`src/sv/numeric_range_criteria_counter_core_macros.svh`:
```
// Assertion macros shared by the counter RTL.
`ifndef NUMERIC_RANGE_CRITERIA_COUNTER_CORE_MACROS_SVH
`define NUMERIC_RANGE_CRITERIA_COUNTER_CORE_MACROS_SVH

`ifndef NO_ASSERTIONS

// Property checked while out of reset.
`define NRCC_ASSERT(name, clk, rst_n, prop) \
	name: assert property (@(posedge clk) disable iff (!rst_n) prop) \
		else $error("nrcc assertion failed");

// Implication whose consequent is checked in the cycle after its condition.
`define NRCC_ASSERT_NEXT(name, clk, rst_n, cond, prop) \
	name: assert property (@(posedge clk) disable iff (!rst_n) (cond) |=> (prop)) \
		else $error("nrcc assertion failed");

`else

`define NRCC_ASSERT(name, clk, rst_n, prop)
`define NRCC_ASSERT_NEXT(name, clk, rst_n, cond, prop)

`endif

`endif

```
`src/sv/nrcc_pkg.sv`:
```
package nrcc_pkg;

	localparam int NUM_RANGES  = 7;
	localparam int VALUE_WIDTH = 32;

	localparam int RANGE_SLOTS = 7;
	localparam int BOUND_W     = 32;
	localparam int CFG_DATA_W  = 64;
	localparam int CFG_IDX_W   = 3;
	localparam int MODE_W      = 2;
	localparam int COUNT_W     = 16;
	localparam int SLOT_IDX_W  = $clog2(RANGE_SLOTS);

	localparam logic [CFG_IDX_W-1:0] REG_MISSING_MODE = CFG_IDX_W'(0);
	localparam logic [CFG_IDX_W-1:0] REG_RANGE_BASE   = CFG_IDX_W'(1);

	localparam logic [COUNT_W-1:0] COUNT_MAX = {COUNT_W{1'b1}};

	// Reset value of a range register: low 1, high 0, so disabled.
	localparam logic [CFG_DATA_W-1:0] RANGE_RESET = CFG_DATA_W'(64'h0000_0001_0000_0000);

	typedef struct packed {
		logic signed [BOUND_W-1:0] lo;
		logic signed [BOUND_W-1:0] hi;
	} range_t;

	typedef struct packed {
		logic signed [31:0] sample;
		logic               is_sysmis;
		logic               is_user_missing;
		logic               last_value;
	} item_t;

endpackage

```
`src/sv/nrcc_match.sv`:
```
module nrcc_match (
	input  logic [nrcc_pkg::MODE_W-1:0] missing_mode,
	input  nrcc_pkg::range_t            ranges [nrcc_pkg::RANGE_SLOTS],
	input  nrcc_pkg::item_t             item,
	output logic                        hit
);

	logic signed [nrcc_pkg::VALUE_WIDTH-1:0] value;
	logic signed [nrcc_pkg::BOUND_W-1:0]     value_x;
	logic [nrcc_pkg::NUM_RANGES-1:0]         in_range;

	// Only the low value bits carry the number; sign-extend them to bound width.
	assign value   = item.sample[nrcc_pkg::VALUE_WIDTH-1:0];
	assign value_x = nrcc_pkg::BOUND_W'(value);

	always_comb begin
		for (int i = 0; i < nrcc_pkg::NUM_RANGES; i++) begin
			in_range[i] = (ranges[i].lo <= ranges[i].hi) &&
				(value_x >= ranges[i].lo) && (value_x <= ranges[i].hi);
		end
	end

	always_comb begin
		priority if (item.is_sysmis) begin
			hit = (missing_mode != '0);
		end else if (item.is_user_missing && missing_mode[1]) begin
			hit = 1'b1;
		end else begin
			hit = |in_range;
		end
	end

endmodule

```
`src/sv/numeric_range_criteria_counter_core.sv`:
```
// Counts the values of a record that meet a set of inclusive numeric ranges, with
// system-missing and user-missing handling set by missing_mode, and emits the
// saturated 16-bit count on the beat that carries last_value. One value is taken
// every cycle: a beat is registered, matched against all ranges in parallel and
// added to the running count in the next cycle; a record's count is registered in
// count_s2 and shown on match_count once its last beat leaves the input register.
// Only a last beat can wait, and only while the previous count is still held by a
// stalled output. The user writes configuration (missing_mode, range_0..range_6)
// via wr_en/wr_index/wr_data only while no record is in flight; nothing enforces it.
`include "numeric_range_criteria_counter_core_macros.svh"

module numeric_range_criteria_counter_core (
	input  logic                              clk,
	input  logic                              arst_n,

	input  logic                              wr_en,
	input  logic [nrcc_pkg::CFG_IDX_W-1:0]    wr_index,
	input  logic [nrcc_pkg::CFG_DATA_W-1:0]   wr_data,

	input  logic                              in_valid,
	output logic                              in_stall,
	input  logic signed [31:0]                sample,
	input  logic                              is_sysmis,
	input  logic                              is_user_missing,
	input  logic                              last_value,

	output logic                              out_valid,
	input  logic                              out_stall,
	output logic [nrcc_pkg::COUNT_W-1:0]      match_count
);

	logic [nrcc_pkg::MODE_W-1:0]  mode_q;
	nrcc_pkg::range_t             ranges_q [nrcc_pkg::RANGE_SLOTS];
	logic [nrcc_pkg::CFG_IDX_W-1:0] slot_sel;

	logic                         valid_s1;
	nrcc_pkg::item_t              item_s1;
	logic                         valid_s2;
	logic [nrcc_pkg::COUNT_W-1:0] count_s2;
	logic [nrcc_pkg::COUNT_W-1:0] count_q;
	logic [nrcc_pkg::COUNT_W-1:0] total;
	logic                         hit;
	logic                         adv_s1;
	logic                         out_free;

	assign slot_sel = wr_index - nrcc_pkg::REG_RANGE_BASE;

	always_ff @(posedge clk or negedge arst_n) begin
		if (!arst_n) begin
			mode_q <= '0;
			for (int i = 0; i < nrcc_pkg::RANGE_SLOTS; i++) begin
				ranges_q[i] <= nrcc_pkg::RANGE_RESET;
			end
		end else if (wr_en) begin
			if (wr_index == nrcc_pkg::REG_MISSING_MODE) begin
				mode_q <= wr_data[nrcc_pkg::MODE_W-1:0];
			end else if (slot_sel < nrcc_pkg::CFG_IDX_W'(nrcc_pkg::RANGE_SLOTS)) begin
				ranges_q[slot_sel[nrcc_pkg::SLOT_IDX_W-1:0]] <= wr_data;
			end
		end
	end

	nrcc_match u_match (
		.missing_mode (mode_q),
		.ranges       (ranges_q),
		.item         (item_s1),
		.hit          (hit)
	);

	// A beat without last_value leaves no result and never waits on the output.
	assign out_free = !valid_s2 || !out_stall;
	assign adv_s1   = valid_s1 && (!item_s1.last_value || out_free);
	assign in_stall = valid_s1 && !adv_s1;

	assign total = count_q + nrcc_pkg::COUNT_W'(hit && (count_q != nrcc_pkg::COUNT_MAX));

	always_ff @(posedge clk or negedge arst_n) begin
		if (!arst_n) begin
			valid_s1 <= 1'b0;
			valid_s2 <= 1'b0;
			count_q  <= '0;
		end else begin
			if (in_valid && !in_stall) begin
				valid_s1 <= 1'b1;
			end else if (adv_s1) begin
				valid_s1 <= 1'b0;
			end

			if (adv_s1) begin
				count_q <= item_s1.last_value ? '0 : total;
			end

			if (adv_s1 && item_s1.last_value) begin
				valid_s2 <= 1'b1;
			end else if (!out_stall) begin
				valid_s2 <= 1'b0;
			end
		end
	end

	always_ff @(posedge clk) begin
		if (in_valid && !in_stall) begin
			item_s1 <= '{sample, is_sysmis, is_user_missing, last_value};
		end
		if (adv_s1 && item_s1.last_value) begin
			count_s2 <= total;
		end
	end

	assign out_valid   = valid_s2;
	assign match_count = count_s2;

	`NRCC_ASSERT(a_stall_needs_item, clk, arst_n, in_stall |-> (valid_s1 && item_s1.last_value))
	`NRCC_ASSERT_NEXT(a_clear_on_last, clk, arst_n, adv_s1 && item_s1.last_value, count_q == '0)
	`NRCC_ASSERT_NEXT(a_count_step, clk, arst_n, adv_s1 && !item_s1.last_value,
		(count_q == $past(count_q)) || (count_q == $past(count_q) + nrcc_pkg::COUNT_W'(1)))
	`NRCC_ASSERT_NEXT(a_count_idle, clk, arst_n, !adv_s1, $stable(count_q))

endmodule
```
`config.mk`:
```
export PLATFORM = sky130hd
export DESIGN_NAME = numeric_range_criteria_counter_core
export DESIGN_NICKNAME = d
export VERILOG_FILES = /design/src/sv/nrcc_pkg.sv /design/src/sv/nrcc_match.sv /design/src/sv/numeric_range_criteria_counter_core.sv
export VERILOG_INCLUDE_DIRS = /design/src /design/src/sv
export SDC_FILE = /design/constraint.sdc
export NUM_CORES = 2
export LEC_CHECK = 0
export BUFFER_PORTS_ARGS = -buffer_cell sky130_fd_sc_hd__buf_4
export CAP_MARGIN = 20
export CORE_ASPECT_RATIO = 0.9
export CORE_MARGIN = 3
export CORE_UTILIZATION = 40
export CTS_CLUSTER_DIAMETER = 120
export DETAILED_ROUTE_END_ITERATION = 6
export GPL_ROUTABILITY_DRIVEN = 0
export PLACE_DENSITY = 0.67
export SETUP_SLACK_MARGIN = 0.2
export SLEW_MARGIN = 10
export SYNTH_ARGS = -nofsm -noshare
export SYNTH_HDL_FRONTEND = slang
export SYNTH_SLANG_ARGS = --single-unit
```
`constraint.sdc`:
```
create_clock -name clk -period 8.5 [get_ports clk]
set_clock_uncertainty 0.05 [all_clocks]
set_input_delay 1.7 -clock clk [delete_from_list [all_inputs] [get_ports clk]]
set_output_delay 1.7 -clock clk [all_outputs]
set_load 0.01 [all_outputs]
```
==> reports/qor.txt <==
Slew @ Worst Pin: 1163 ps
outcome: finished clean
ranking of synthesized cells by area: dfrtp_1 (33%), ha_1 (24%), mux2_2 (8.5%)
# IOs: 125
detailed-placement wirelength estimate: 84.83 mm
cells on worst reg2reg path: 18
first-pass GRT wire length: 166.9 mm
max-slew violation count: 0
Synth Net Count: 4263
Critical R2R Launch: item_s1[28]
Vias: 27320
min Tclk post-route: 5761 ps
Die H: 286.5 um
share of synthesized registers carrying an async set or reset: 0.9017
I/O Buffers: 124
ANT nets after route: 0
worst skew pair latency: 640 ps
Post-route DRC: 0
Hold WS: 453.3 ps
H-tree depth: 2
worst-case clock buffer depth: 3
top_reg_cell synth: dfrtp_1
Crit Path Max Fanout: 14
mean routed wirelength per cell: 23.24 um
#FFs+latches synth: 519
CP Capture Type: register
TritonCTS clock tree: yes
clock slew at reported path FFs: 60 ps
max_slew headroom: 0.2250
Max Cap Viol: 0
leading area contributor after synthesis: dfrtp_1
Leak: 19.28 nW
WL final: 111.6 mm
CTS buffer count: 57
Final Util: 0.4550
PD cells: 275.7 mW/mm^2
Syn Area/Cell: 10.05 um^2
nets: 4394
Worst setup SP type: register
num rows: 102
crit path kind: reg -> reg
Synth Warn #: 0
EDFF count, synth: 51
final hold violations: 0
synthesized area: 0.03497 mm^2
fill cell count: 8078
worst slack, placed: 2831 ps
n_diodes: 0
Worst VDD drop: 0.1864 mV
Core Box Area: 0.08640 mm^2
Fmax: 173.6 MHz
Hold Path Class: reg -> reg
Post-CTS Hold Buffers: 0
Worst EP arrival: 6240 ps
Die X: 317.7 um
worst setup margin: 2739 ps
top cell type's share of synthesized area: 0.3299
drt pass-1 iters: 5
commonest non-fill, non-tap cell in the layout: ha_1
initial antenna violation count: 1
clk root buf: clkbuf_16
die footprint: 0.09101 mm^2
Unique masters post-synth: 69
Avg Vias per Cell: 5.687
Initial Util: 0.4047
Hold Crit Depth: 1
largest net degree at the start of global routing: 131
Overflow after GRT: 0
GRT Util Overall: 0.2410
most frequent cells in the layout: ha_1 (676), inv_1 (466), dfrtp_1 (461)
Hold Crit Start: ranges_q[137]
worst reg2reg path endpoint: count_q[14]
RSZ-0062 raised after global routing: no
hold path endpoint: ranges_q[137]
ratio of cells with drive above 1 in the final layout: 0.1440
via count of the first global-routing pass: 26410
final worst path period share: 0.6778
Req. time, crit path: 8980 ps
Setup TNS: 0 ps
Tot Pwr: 10.84 mW
Resized cells post-CTS: 0
Post-Synthesis Cells: 3480
final setup violation count: 0
flop2flop setup slack: 2740 ps
postcts setup bufs: 0
sequential-to-total area share from yosys stat: 0.3789
initial DRC count: 2527
# clock sinks: 519
Syn-to-layout area delta: 12.43%
==> worst max-delay path by stage <==
stage	startpoint	to	depth (start not counted)
after floorplan	item_s1[34]	count_q[12]	18
after CTS	item_s1[34]	count_q[12]	18
after global placement	item_s1[34]	count_q[12]	18
after detailed placement	item_s1[34]	count_q[12]	18
after global routing	item_s1[24]	count_q[14]	18
final	item_s1[28]	count_q[14]	18
==> cell usage after synthesis (all sizes together) (8+ instances only) <==
library cell,instances
nand3,60
ha,676
nor3,25
nor2b,30
xnor2,8
and4,17
nand4,143
o211ai,28
clkbuf,63
inv,466
nor2,43
a21oi,240
a211oi,17
mux2i,11
mux2,264
a21o,122
nand2,315
o21ai,271
a221oi,17
edfxtp,51
nor4,17
dfrtp,461
==> critical path, stage by stage (launching register included) <==
cell and delay [ps]:
edfxtp_1 810, ha_1 380, a21o_1 180, a21o_1 170
a221oi_1 370, o221ai_1 290, a311oi_1 670, mux2i_1 180
a211oi_1 370, a2111oi_2 90, a21oi_2 370, ha_1 290
ha_1 230, and3_1 250, and3_1 250, nand3_1 220
nor2_1 200, xor2_1 100, a22o_1 200
==> final cells by class <==
class	count	area, um^2	area share
Clock buffer	82	1703	0.04331
Clock inverter	26	321.6	0.008179
Inverter	466	1749	0.04449
Multi-Input combinational cell	2429	19780	0.5031
Sequential cell	519	13250	0.3371
Tap cell	1144	1431	0.03641
Timing Repair Buffer	138	1081	0.02750
==> layer usage <==
metal  global-route usage  vias to the layer above  wire length [um]
met5                    0                        -                 0
met2               0.3519                     1057             46140
met4              0.08836                        0              4476
met1               0.3458                    13240             50700
met3              0.05754                      203             10310
li1                     -                    12820                 -
==> power by group <==
group	internal (mW)	switching [mW]	leakage, nW
Sequential	3.18	0.459	6.18
Clock	1.58	1.10	0.999
Combinational	1.82	2.69	12.1
Total	6.58	4.25	19.3
==> cell families after synthesis <==
logic type | after synthesis | share of synthesized area
and+or+nand+nor | 697 | 0.09868
DFF | 519 | 0.3789
muxes | 275 | 0.08816
AOI/OAI and AO/OA | 766 | 0.1315
adders and majority gates | 676 | 0.2419
xor gates and xnor gates | 15 | 0.003757
buffers and inverters | 532 | 0.05710
==> state kept, by name, indices dropped and copies added (netlist names) <==
| signal | count |
|---|---|
| match_count | 16 |
| out_valid | 1 |
| count_q | 16 |
| ranges_q | 448 |
| mode_q | 2 |
| item_s1 | 35 |
| valid_s1 | 1 |
==> stage by stage <==
stage,area (um^2),instances
finish,39320,4804
global route,39320,4804
CTS,39320,4804
detailed placement,37290,4696
global placement,37290,4696
floorplan,34970,3480
(Power assumes the default switching activity.)
